$ cat src/hdl/peak_limiter_instant_attack_macros.svh
// Assertion macros for the peak limiter RTL.
// Included by the modules that carry concurrent checks; no other dependencies.
`ifndef PEAK_LIMITER_INSTANT_ATTACK_MACROS_SVH
`define PEAK_LIMITER_INSTANT_ATTACK_MACROS_SVH

`ifndef NO_ASSERTIONS

// Same-cycle implication, disabled during reset.
`define PLI_ASSERT_IMP(label, clk, rst, ante, cons) \
  label: assert property (@(posedge clk) disable iff (rst) (ante) |-> (cons)) \
    else $error("peak limiter check failed");

// Next-cycle implication, disabled during reset.
`define PLI_ASSERT_NXT(label, clk, rst, ante, cons) \
  label: assert property (@(posedge clk) disable iff (rst) (ante) |=> (cons)) \
    else $error("peak limiter check failed");

`else

`define PLI_ASSERT_IMP(label, clk, rst, ante, cons)
`define PLI_ASSERT_NXT(label, clk, rst, ante, cons)

`endif

`endif

$ cat src/hdl/pli_pkg.sv
// Package for the peak limiter: widths, reset values, register indexes,
// microcode types and the control store. No dependencies.
`default_nettype none

package pli_pkg;

  localparam int SAMPLE_W   = 24;            // Q3.20 sample
  localparam int THR_W      = SAMPLE_W - 1;  // threshold is a magnitude
  localparam int GAIN_FRAC  = 23;            // gain Q0.23
  localparam int GAIN_W     = GAIN_FRAC + 1; // unity needs one more bit
  localparam int COEF_FRAC  = 24;            // coefficient Q0.24
  localparam int COEF_W     = COEF_FRAC + 1;
  localparam int PROD_W     = COEF_W + GAIN_W;
  localparam int CFG_IDX_W  = 2;
  localparam int CFG_DATA_W = COEF_W;
  localparam int DIV_STEPS  = GAIN_FRAC;     // quotient bits of threshold/level
  localparam int CNT_W      = $clog2(DIV_STEPS);

  localparam logic [THR_W-1:0]  THR_RESET  = THR_W'(1036572);
  localparam logic [COEF_W-1:0] COEF_RESET = COEF_W'(7607);
  localparam logic [COEF_W-1:0] COEF_ONE   = COEF_W'(1) << COEF_FRAC;
  localparam logic [GAIN_W-1:0] GAIN_UNITY = GAIN_W'(1) << GAIN_FRAC;

  // Configuration register indexes
  localparam logic [CFG_IDX_W-1:0] CFG_THRESHOLD = CFG_IDX_W'(0);
  localparam logic [CFG_IDX_W-1:0] CFG_RELEASE   = CFG_IDX_W'(1);

  // Program steps
  typedef enum logic [2:0] {
    S_LOAD, S_CHECK, S_DIV, S_RELMUL, S_RELADD, S_OUTMUL, S_EMIT
  } step_t;

  // Datapath operations
  typedef enum logic [2:0] {
    OP_LOAD, OP_CHECK, OP_DIV, OP_RELMUL, OP_RELADD, OP_OUTMUL, OP_EMIT
  } op_t;

  // Branch conditions
  typedef enum logic [2:0] {
    JC_NEVER, JC_IN_TAKEN, JC_OVER_THR, JC_COUNT_NZ, JC_ATTACK, JC_OUT_FREE
  } cond_t;

  typedef struct packed {
    op_t   op;
    cond_t cond;
    step_t on_true;
    step_t on_false;
  } ucode_t;

  // Control store: one word per step, two-way branch on the condition.
  function automatic ucode_t pli_ucode(input step_t pc);
    ucode_t w;
    case (pc)
      S_LOAD:   w = '{OP_LOAD,   JC_IN_TAKEN, S_CHECK,  S_LOAD};
      S_CHECK:  w = '{OP_CHECK,  JC_OVER_THR, S_DIV,    S_RELMUL};
      S_DIV:    w = '{OP_DIV,    JC_COUNT_NZ, S_DIV,    S_RELMUL};
      S_RELMUL: w = '{OP_RELMUL, JC_ATTACK,   S_OUTMUL, S_RELADD};
      S_RELADD: w = '{OP_RELADD, JC_NEVER,    S_OUTMUL, S_OUTMUL};
      S_OUTMUL: w = '{OP_OUTMUL, JC_NEVER,    S_EMIT,   S_EMIT};
      S_EMIT:   w = '{OP_EMIT,   JC_OUT_FREE, S_LOAD,   S_EMIT};
      default:  w = '{OP_LOAD,   JC_NEVER,    S_LOAD,   S_LOAD};
    endcase
    return w;
  endfunction

endpackage

`default_nettype wire

$ cat src/hdl/pli_ifs.sv
// Valid/ready channel interfaces for the peak limiter: sample input,
// limited result and configuration write. Depends on pli_pkg.
`default_nettype none

interface pli_in_if;
  logic                                valid;
  logic                                ready;
  logic signed [pli_pkg::SAMPLE_W-1:0] sample_in;
  modport source (output valid, output sample_in, input ready);
  modport sink   (input valid, input sample_in, output ready);
endinterface

interface pli_out_if;
  logic                                valid;
  logic                                ready;
  logic signed [pli_pkg::SAMPLE_W-1:0] sample_out;
  logic        [pli_pkg::GAIN_W-1:0]   gain_now;
  modport source (output valid, output sample_out, output gain_now, input ready);
  modport sink   (input valid, input sample_out, input gain_now, output ready);
endinterface

interface pli_cfg_if;
  logic                              valid;
  logic                              ready;
  logic [pli_pkg::CFG_IDX_W-1:0]     index;
  logic [pli_pkg::CFG_DATA_W-1:0]    data;
  modport source (output valid, output index, output data, input ready);
  modport sink   (input valid, input index, input data, output ready);
endinterface

`default_nettype wire

$ cat src/hdl/peak_limiter_instant_attack.sv
// Peak limiter top level: microcoded sequencer, divider, gain and output path.
// Depends on pli_pkg, pli_ifs.sv and peak_limiter_instant_attack_macros.svh.
//
// Peak limiter with instant attack and exponential release. Each input word
// is one signed Q3.20 sample; each produces exactly one output word with the
// limited sample (clamped to +/- threshold) and the Q0.23 gain applied to it.
// A short program in a read-only control store steps a plain datapath: load,
// compare level against threshold, restoring division threshold/level one
// quotient bit per cycle, release multiply, release add and clamp, output
// multiply, emit. A sample at or under the threshold skips the divider; one
// over the threshold runs the divider loop for all 23 quotient bits, and on
// attack skips the release add. The next sample is accepted the cycle after
// the result enters the output register, while that result may still be
// waiting for the sink; emit holds as long as the previous word is still
// untaken. Configuration writes (index 0 threshold Q3.20, index 1 release
// coefficient Q0.24, saturated to 1.0 in use) are always accepted and belong
// in idle time between samples.
`default_nettype none

`include "peak_limiter_instant_attack_macros.svh"

module peak_limiter_instant_attack (
  input  wire        clk,
  input  wire        rst,
  pli_in_if.sink     din,
  pli_out_if.source  dout,
  pli_cfg_if.sink    cfg
);
  import pli_pkg::*;

  // Sequencer
  step_t  pc;
  step_t  pc_next;
  ucode_t uw;
  logic   cond_true;

  // Configuration registers
  logic [THR_W-1:0]  thr;
  logic [COEF_W-1:0] coef;

  // Datapath registers
  logic [SAMPLE_W-1:0] level;
  logic                neg;
  logic [SAMPLE_W-1:0] rem;
  logic [CNT_W-1:0]    count;
  logic [GAIN_W-1:0]   target;
  logic [GAIN_W-1:0]   gain;
  logic [PROD_W-1:0]   prod;

  // Output register
  logic                       out_valid;
  logic signed [SAMPLE_W-1:0] out_sample;
  logic [GAIN_W-1:0]          out_gain;

  // Datapath combinational values
  logic                in_taken;
  logic                out_free;
  logic                over_thr;
  logic                attack;
  logic [SAMPLE_W-1:0] x_abs;
  logic [SAMPLE_W:0]   rem2;
  logic [SAMPLE_W:0]   rem_sub;
  logic                q_bit;
  logic [COEF_W-1:0]   coef_sat;
  logic [GAIN_W-1:0]   diff;
  logic [GAIN_W+1:0]   rel_sum;
  logic [GAIN_W-1:0]   rel_gain;
  logic [SAMPLE_W+GAIN_W-1:0] out_prod;
  logic [PROD_W-GAIN_FRAC-1:0] mag_full;
  logic [THR_W-1:0]    mag;
  logic [SAMPLE_W-1:0] y;

  // Handshakes
  assign cfg.ready   = 1'b1;
  assign din.ready   = (pc == S_LOAD);
  assign in_taken    = din.valid && din.ready;
  assign out_free    = !out_valid || dout.ready;
  assign dout.valid      = out_valid;
  assign dout.sample_out = out_sample;
  assign dout.gain_now   = out_gain;

  // Fetch the control word for this step
  assign uw = pli_ucode(pc);

  // Datapath arithmetic
  always_comb begin
    x_abs    = din.sample_in[SAMPLE_W-1] ? (SAMPLE_W'(0) - SAMPLE_W'(din.sample_in))
                                         : SAMPLE_W'(din.sample_in);
    over_thr = level > {1'b0, thr};
    // restoring divider: shift remainder, subtract level when it fits
    rem2     = {rem, 1'b0};
    rem_sub  = rem2 - {1'b0, level};
    q_bit    = rem2 >= {1'b0, level};
    attack   = target < gain;
    coef_sat = (coef > COEF_ONE) ? COEF_ONE : coef;
    diff     = target - gain;
    rel_sum  = {2'b00, gain} + {1'b0, prod[PROD_W-1:COEF_FRAC]};
    rel_gain = (rel_sum > {2'b00, target}) ? target : rel_sum[GAIN_W-1:0];
    out_prod = level * gain;
    mag_full = prod[PROD_W-1:GAIN_FRAC];
    mag      = (mag_full > {{(PROD_W-GAIN_FRAC-THR_W){1'b0}}, thr})
               ? thr : mag_full[THR_W-1:0];
    y        = neg ? (SAMPLE_W'(0) - {1'b0, mag}) : {1'b0, mag};
  end

  // Branch condition select
  always_comb begin
    case (uw.cond)
      JC_NEVER:    cond_true = 1'b0;
      JC_IN_TAKEN: cond_true = in_taken;
      JC_OVER_THR: cond_true = over_thr;
      JC_COUNT_NZ: cond_true = (count != '0);
      JC_ATTACK:   cond_true = attack;
      JC_OUT_FREE: cond_true = out_free;
      default:     cond_true = 1'b0;
    endcase
  end

  // Next step
  always_comb begin
    pc_next = cond_true ? uw.on_true : uw.on_false;
  end

  always_ff @(posedge clk) begin
    if (rst) begin
      pc <= S_LOAD;
    end else begin
      pc <= pc_next;
    end
  end

  // Configuration writes; unknown indexes are dropped
  always_ff @(posedge clk) begin
    if (rst) begin
      thr  <= THR_RESET;
      coef <= COEF_RESET;
    end else if (cfg.valid && cfg.ready) begin
      case (cfg.index)
        CFG_THRESHOLD: thr  <= cfg.data[THR_W-1:0];
        CFG_RELEASE:   coef <= cfg.data[COEF_W-1:0];
        default:       ;
      endcase
    end
  end

  // Stored gain: state, reset to unity
  always_ff @(posedge clk) begin
    if (rst) begin
      gain <= GAIN_UNITY;
    end else begin
      case (uw.op)
        OP_RELMUL: if (attack) gain <= target;   // instant attack
        OP_RELADD: gain <= rel_gain;             // release, never past target
        default:   ;
      endcase
    end
  end

  // Payload datapath registers
  always_ff @(posedge clk) begin
    case (uw.op)
      OP_LOAD: begin
        if (in_taken) begin
          level <= x_abs;
          neg   <= din.sample_in[SAMPLE_W-1];
        end
      end
      OP_CHECK: begin
        if (over_thr) begin
          target <= '0;
          rem    <= {1'b0, thr};
          count  <= CNT_W'(DIV_STEPS - 1);
        end else begin
          target <= GAIN_UNITY;
        end
      end
      OP_DIV: begin
        rem    <= q_bit ? rem_sub[SAMPLE_W-1:0] : rem2[SAMPLE_W-1:0];
        target <= {target[GAIN_W-2:0], q_bit};
        count  <= count - CNT_W'(1);
      end
      OP_RELMUL: begin
        prod <= coef_sat * diff;
      end
      OP_OUTMUL: begin
        prod <= {{(PROD_W-SAMPLE_W-GAIN_W){1'b0}}, out_prod};
      end
      default: ;
    endcase
  end

  // Output register: load on emit, hold until the sink takes the word
  always_ff @(posedge clk) begin
    if (rst) begin
      out_valid <= 1'b0;
    end else if (uw.op == OP_EMIT && out_free) begin
      out_valid <= 1'b1;
    end else if (dout.ready) begin
      out_valid <= 1'b0;
    end
  end

  always_ff @(posedge clk) begin
    if (uw.op == OP_EMIT && out_free) begin
      out_sample <= signed'(y);
      out_gain   <= gain;
    end
  end

  // Checks
  `PLI_ASSERT_IMP(a_gain_le_unity, clk, rst, 1'b1, gain <= GAIN_UNITY)
  `PLI_ASSERT_IMP(a_div_rem_below_level, clk, rst, pc == S_DIV, rem < level)
  `PLI_ASSERT_NXT(a_release_no_overshoot, clk, rst, pc == S_RELADD, gain <= target)
  `PLI_ASSERT_NXT(a_emit_carries_gain, clk, rst, (pc == S_EMIT) && out_free,
                  out_valid && (out_gain == gain))

endmodule

`default_nettype wire
$ cat src/flat_wrapper.sv
// flat-port wrapper written by rule: the top's interface ports become plain ports
module peak_limiter_instant_attack_flat import pli_pkg::*;
  (clk, rst, din_valid, din_sample_in, din_ready, dout_valid, dout_sample_out, dout_gain_now, dout_ready, cfg_valid, cfg_index, cfg_data, cfg_ready);
  pli_in_if din_i ();
  pli_out_if dout_i ();
  pli_cfg_if cfg_i ();
  input  wire clk;
  input  wire rst;
  input wire logic [$bits(din_i.valid)-1:0] din_valid;
  input wire logic [$bits(din_i.sample_in)-1:0] din_sample_in;
  output wire logic [$bits(din_i.ready)-1:0] din_ready;
  output wire logic [$bits(dout_i.valid)-1:0] dout_valid;
  output wire logic [$bits(dout_i.sample_out)-1:0] dout_sample_out;
  output wire logic [$bits(dout_i.gain_now)-1:0] dout_gain_now;
  input wire logic [$bits(dout_i.ready)-1:0] dout_ready;
  input wire logic [$bits(cfg_i.valid)-1:0] cfg_valid;
  input wire logic [$bits(cfg_i.index)-1:0] cfg_index;
  input wire logic [$bits(cfg_i.data)-1:0] cfg_data;
  output wire logic [$bits(cfg_i.ready)-1:0] cfg_ready;
  assign din_i.valid = din_valid;
  assign din_i.sample_in = din_sample_in;
  assign din_ready = din_i.ready;
  assign dout_valid = dout_i.valid;
  assign dout_sample_out = dout_i.sample_out;
  assign dout_gain_now = dout_i.gain_now;
  assign dout_i.ready = dout_ready;
  assign cfg_i.valid = cfg_valid;
  assign cfg_i.index = cfg_index;
  assign cfg_i.data = cfg_data;
  assign cfg_ready = cfg_i.ready;
  peak_limiter_instant_attack u_core (.clk(clk), .rst(rst), .din(din_i), .dout(dout_i), .cfg(cfg_i));
endmodule
$ cat config.mk
export PLATFORM = sky130hd
export DESIGN_NAME = peak_limiter_instant_attack_flat
export DESIGN_NICKNAME = d
export VERILOG_FILES = /design/src/hdl/pli_pkg.sv /design/src/hdl/pli_ifs.sv /design/src/hdl/peak_limiter_instant_attack.sv /design/src/flat_wrapper.sv
export VERILOG_INCLUDE_DIRS = /design/src /design/src/hdl
export SDC_FILE = /design/constraint.sdc
export NUM_CORES = 2
export LEC_CHECK = 0
export ABC_AREA = 1
export BUFFER_PORTS_ARGS = -buffer_cell sky130_fd_sc_hd__buf_2
export CAP_MARGIN = 20
export CORE_MARGIN = 2
export CORE_UTILIZATION = 55
export CTS_CLUSTER_DIAMETER = 150
export CTS_CLUSTER_SIZE = 20
export DETAILED_ROUTE_END_ITERATION = 16
export PLACE_DENSITY = 0.69
export SYNTH_ARGS = -nofsm -noshare
export SYNTH_HDL_FRONTEND = slang
export SYNTH_SLANG_ARGS = --single-unit
export TNS_END_PERCENT = 10
$ cat constraint.sdc
create_clock -name clk -period 12.1 [get_ports clk]
set_clock_uncertainty 0.1 [all_clocks]
set_input_delay 0.605 -clock clk [delete_from_list [all_inputs] [get_ports clk]]
set_output_delay 0.605 -clock clk [all_outputs]
set_load 0.02 [all_outputs]
Word level (Yosys, flattened, before mapping)

Index checks and enable logic that the tools add are counted.
W data, S select, Z words.

Register bits after elaboration: 251
Bits of input ports: 56
Output and inout port bits: 51
Logic and storage cells: 86

Add/subtract/negate cells: 6
$mul: 2
Order comparisons: 6
Equality and inequality tests: 20
Mux-type cells: 20
Reductions and logical operators: 17

Operator list:

| kind                    | count |
|---|---|
| $pmux W24 S2            | 3 |
| $mux W24                | 5 |
| $pmux W49 S2            | 1 |
| $pmux W12 S7            | 1 |
| $mux W23                | 3 |
| $mul A25 B24 Y49        | 1 |
| $mul A24 B24 Y48        | 1 |
| $sub A24 B24 Y24        | 2 |
| $add A24 B25 Y26        | 1 |
| $gt A26 B23 Y1          | 1 |
| $gt A26 B24 Y1          | 1 |
| $ge A25 B24 Y1          | 1 |
| $gt A25 B25 Y1 const B  | 1 |
| $mux W25                | 1 |
| $eq A3 B3 Y1 const B    | 8 |
| $gt A24 B23 Y1          | 1 |
| $lt A24 B24 Y1          | 1 |
| $sub A1 B23 Y24 const A | 1 |
| $sub A1 B24 Y24 const A | 1 |
| $eq A3 B2 Y1 const B    | 6 |
| $pmux W5 S2             | 1 |
| $reduce_and A2 Y1       | 5 |
| $eq A3 B1 Y1 const B    | 3 |
| $reduce_bool A2 Y1      | 4 |
| 13 further kinds        | 17 |

Longest topological paths before layout

Depth after elaboration: 5
Depth in mapped cells: 47
Depth with buffers taken out: 46

Least setup slack after synthesis

OpenSTA, ideal clock, no wires.

Kind: reg-to-reg
Start point: reg u_core.gain[1]
End point: reg u_core.prod[31] (data pin)
Library setup time: 0.262 ns
Arrival time: 8.016 ns
Data required time: 11.738 ns
Path slack: 3.722 ns
Cell stages (with the launch flop): 43
Buffers on the path: 3
Clock period less this slack: 8.378 ns
Cell sequence: dfxtp_1 > clkbuf_1 > clkbuf_1 > inv_1 > ha_1 > nand2_1 > nor2_1 > a211o_1 > a21o_1 > nand2_1 > nand2_1 > nand2_1 > nand2_1 > a21o_1 > nand2_1 > nand2_1 > inv_2 > clkbuf_1 > [... 7 more ...] > fa_1 > fa_1 > inv_1 > fa_1 > inv_1 > fa_1 > ha_1 > a21oi_1 > inv_1 > a31oi_1 > o21ai_0 > a21oi_1 > nand2_1 > nand2_1 > nand2_1 > o21ai_0 > a21oi_1 > or2_2

Longest elaborated chain between the ends: 3
Elaborated cells between the ends (all ways): 4
Those cells by class: add/sub: 1; mul: 2; mux: 1

RTL lines:

| element                  | line                               | RTL |
|---|---|---|
| start: declaration       | peak_limiter_instant_attack.sv:47  | `logic [GAIN_W-1:0] gain;` |
| start signal: assignment | peak_limiter_instant_attack.sv:152 | `OP_RELMUL: if (attack) gain <= target;` |
| start signal: assignment | peak_limiter_instant_attack.sv:153 | `OP_RELADD: gain <= rel_gain;` |
| $sub A24 B24 Y24         | peak_limiter_instant_attack.sv:96  | `diff = target - gain;` |
| $mul A25 B24 Y49         | peak_limiter_instant_attack.sv:183 | `prod <= coef_sat * diff;` |
| $pmux W49 S2 *           | peak_limiter_instant_attack.sv:161 | `case (uw.op)` |
| end signal: assignment   | peak_limiter_instant_attack.sv:183 |  |
| end signal: assignment   | peak_limiter_instant_attack.sv:186 | `prod <= {{(PROD_W-SAMPLE_W-GAIN_W){1'b0}}, out_prod};` |
| end: declaration         | peak_limiter_instant_attack.sv:48  | `logic [PROD_W-1:0] prod;` |

Every way passes the cells marked *; elsewhere a longest branch is shown, timed or not.
A chain may end at the register's enable or synchronous reset.

Worst setup path after layout

Start point: reg u_core.gain[4]
End point: reg u_core.prod[38] (data pin)

Same word-level chain as after synthesis.

==> impl_summary.log <==
INFO  metric clock_insertion_delay_worst_skew = 0.56 ns
INFO  metric path_clk_slew = 0.11 ns
INFO  metric detail_route.wl_per_cell = 20.6 microns
INFO  metric antenna_violations_before_repair = 0
INFO  metric setup_bufs_post_cts = 0
INFO  metric global_route.usage.total = 34.1%
INFO  metric global_route.peak_usage_layer = met2
INFO  metric io_buffers = 105
INFO  metric grt_pass1_vias = 46184
INFO  metric worst_slew_margin_rel = 27.6%
INFO  metric synth_warnings = 0
INFO  metric fp-row-count = 114
INFO  metric ys.flop_type = sky130_fd_sc_hd__edfxtp_1
INFO  metric grt_start_max_net_pins = 67
INFO  metric timing.final.max_slew_violations = 0
INFO  metric gp_routability_congestion = 0.985
INFO  metric final_layout_size_suffix_gt1_share = 4.02%
INFO  metric fillers = 9100
INFO  metric critical-path-slowest-cell = sky130_fd_sc_hd__inv_1
INFO  metric startpoint_type = register
INFO  metric cp_slowest_stage_delay = 0.74 ns
INFO  metric finalSetupTns = 0 ns
INFO  metric drt-total-wl = 167000 microns
INFO  metric via_count = 44852
INFO  metric first_iter_violations = 3330
INFO  metric global_route.usage.met3 = 3.34%
INFO  metric final_hpwl_dp = 136000 microns
INFO  metric use_met2 = 57.8%
INFO  metric grt_setup_unrepaired = no
INFO  metric cts_root_buffer = sky130_fd_sc_hd__clkbuf_16
INFO  metric fmaxAchievable = 102 MHz
INFO  metric synth_common_cells = sky130_fd_sc_hd__inv_1, sky130_fd_sc_hd__nand2_1, sky130_fd_sc_hd__fa_1
INFO  metric async_flop_share = 0%
INFO  metric post-route-drc-count = 0
INFO  metric run_status = finished clean
INFO  metric h-tree-depth = 1
INFO  metric crit_type = reg -> reg
INFO  metric worst_ep_required_time = 12.30 ns
INFO  metric setup_viol_count_final = 0
INFO  metric cts_buffer_depth = 3
INFO  metric hold_buffers = 0
INFO  metric overflow = 0
INFO  metric worst-path-buf-inv = 8
INFO  metric synth.largest_area_cell = sky130_fd_sc_hd__fa_1
INFO  metric post-route-period-util = 80.9%
INFO  metric synthCells = 6890
INFO  metric tritoncts_clock_tree = done
INFO  metric drt_first_pass_iters = 7
INFO  metric drtAntennaViolNets = 0
INFO  metric ys_seq_elements = 228
INFO  metric dieArea = 100000 sq um
INFO  metric cts_resized = 0
INFO  metric ioPinCount = 107
INFO  metric worst-endpoint-arrival = 10.00 ns
INFO  metric initial_standard_cell_utilization_of_the_core = 55.5%
INFO  metric count_of_flip_flops_with_a_built_in_enable_after_synthesis = 152
INFO  metric syn_nets = 8419
INFO  metric gr-usage-met1 = 44.6%
INFO  metric timing.max_cap.violations = 0
INFO  metric viasPerCell = 5.53
INFO  metric min-delay-path-class = in -> reg
INFO  metric final_net_count = 8355
INFO  metric syn_avg_cell_area = 7.80 sq um
INFO  metric clock_net_sink_count = 228
INFO  metric path_delay_family = adder cells
INFO  metric end_kind = register
INFO  metric synth_top_cell_area_share = 36.7%
INFO  metric areaGrowthSynthToFinish = 4.18%
INFO  metric core_area = 96900 sq um
INFO  metric worst_slew_pin_slew = 1.08 ns
INFO  metric cells_taking_the_most_area_after_synthesis = sky130_fd_sc_hd__fa_1, sky130_fd_sc_hd__inv_1, sky130_fd_sc_hd__ha_1
INFO  metric portion_of_the_post_synthesis_area_used_by_sequential_elements = 11.3%
INFO  metric grt_pass1_wl = 262000 microns
INFO  metric yosys.cell_types.count = 59
INFO  metric yosys.cell_count.top_type = sky130_fd_sc_hd__inv_1
INFO  metric cts_buffers = 15
INFO  metric die_y = 317 microns
INFO  metric finalHoldViolations = 0
INFO  metric synthesis.area = 53800 sq um
INFO  metric die_w = 317 microns
INFO  metric path_max_fanout = 28
INFO  metric inserted_diodes = 0
INFO  metric layout_min_cycle_time = 9.79 ns
[flip-flops by register name (all words and copies together), names as in the netlist]
register	count
u_core.gain	24
u_core.target	24
u_core.dout.valid	1
u_core.pc	3
u_core.count	5
u_core.level	24
u_core.rem	24
u_core.coef	25
u_core.prod	26
u_core.neg	1
u_core.thr	23
u_core.dout.sample_out	24
u_core.dout.gain_now	24
[per-stage QoR]
stage | setup slack, ns | util [%] | area, sq um | hold WS, ns | std cells
final | 2.31 | 57.8 | 56000 | 0.179 | 8111
after global routing | 1.65 | 57.8 | 56000 | 0.187 | 8111
after CTS | 2.41 | 57.8 | 56000 | 0.157 | 8109
after detailed placement | 2.35 | 57.3 | 55500 | 0.379 | 8083
after global placement | 2.28 | 57.3 | 55500 | 0.376 | 8083
after floorplan | 3.72 | - | 53800 | 0.332 | 6890
[layout by cell type (no fill, tap or decap), types with 7 or more instances in the layout]
cell type | Yosys | routed
sky130_fd_sc_hd__a21o_1 | 11 | 11
sky130_fd_sc_hd__inv_1 | 1634 | 1633
sky130_fd_sc_hd__inv_2 | 7 | 8
sky130_fd_sc_hd__a21oi_1 | 314 | 313
sky130_fd_sc_hd__dfxtp_1 | 76 | 76
sky130_fd_sc_hd__edfxtp_1 | 152 | 152
sky130_fd_sc_hd__xnor2_1 | 44 | 42
sky130_fd_sc_hd__nand3b_1 | 16 | 16
sky130_fd_sc_hd__xor2_1 | 58 | 54
sky130_fd_sc_hd__nand4_1 | 28 | 28
sky130_fd_sc_hd__fa_1 | 987 | 987
sky130_fd_sc_hd__nand3_1 | 162 | 162
sky130_fd_sc_hd__clkbuf_1 | 247 | 9
sky130_fd_sc_hd__nor4_1 | 15 | 15
sky130_fd_sc_hd__nand2_2 | 8 | 8
sky130_fd_sc_hd__o21ai_0 | 249 | 249
sky130_fd_sc_hd__o211ai_1 | 27 | 27
sky130_fd_sc_hd__nand2_1 | 1617 | 1617
sky130_fd_sc_hd__nor2_1 | 514 | 513
sky130_fd_sc_hd__buf_2 | 18 | 105
sky130_fd_sc_hd__o21ai_1 | 7 | 7
sky130_fd_sc_hd__o21a_1 | 16 | 16
sky130_fd_sc_hd__buf_4 | 2 | 85
sky130_fd_sc_hd__a31oi_1 | 39 | 39
sky130_fd_sc_hd__clkbuf_16 | 0 | 15
sky130_fd_sc_hd__nor3_1 | 41 | 40
sky130_fd_sc_hd__ha_1 | 486 | 486
sky130_fd_sc_hd__or2_2 | 22 | 22
sky130_fd_sc_hd__clkinv_1 | 19 | 19
[kinds of logic (layout without fill, tap and decap cells)]
| family | Yosys count | after routing | share of synthesized area [%] |
|---|---|---|---|
| simple gates | 2448 | 2448 | 18.2 |
| fa+ha+maj | 1473 | 1473 | 48.1 |
| other cells | 1 | 1 | 0.00697 |
| xor+xnor | 102 | 102 | 1.66 |
| flops | 228 | 228 | 11.3 |
| compound gates | 705 | 705 | 7.16 |
| buf+inv | 1933 | 1878 | 13.6 |
[final cells by class]
| cell class | instances | area [sq um] | share of cell area [%] |
|---|---|---|---|
| Inverter | 1660 | 6230 | 11.1 |
| Multi-Input combinational cell | 4729 | 40500 | 72.2 |
| Clock buffer | 24 | 409 | 0.730 |
| Clock inverter | 2 | 25.0 | 0.0447 |
| Timing Repair Buffer | 192 | 1210 | 2.15 |
| Sequential cell | 228 | 6090 | 10.9 |
| Tap cell | 1276 | 1600 | 2.85 |
[routing by layer]
| metal | wire length, microns | share of wire [%] | up-vias |
|---|---|---|---|
| li1 | - | - | 20462 |
| met1 | 67600 | 40 | 22329 |
| met2 | 79600 | 48 | 1706 |
| met3 | 10600 | 6.4 | 355 |
| met4 | 9220 | 5.5 | 0 |
| met5 | 0 | 0 | - |
[worst paths after layout]
kind | start | to | slack, ns | depth (start not counted)
max | u_core.gain[4] | u_core.prod[38] | 2.31 | 37
min | rst | u_core.pc[2] | 0.18 | 2
min reg2reg | u_core.coef[2] | u_core.coef[2] | 0.40 | 2
max reg2reg | u_core.gain[4] | u_core.prod[38] | 2.31 | 37
Power is left out: the tool's default activity adds up to more than one toggle a clock period on the data nets, which glitch-free logic cannot reach.
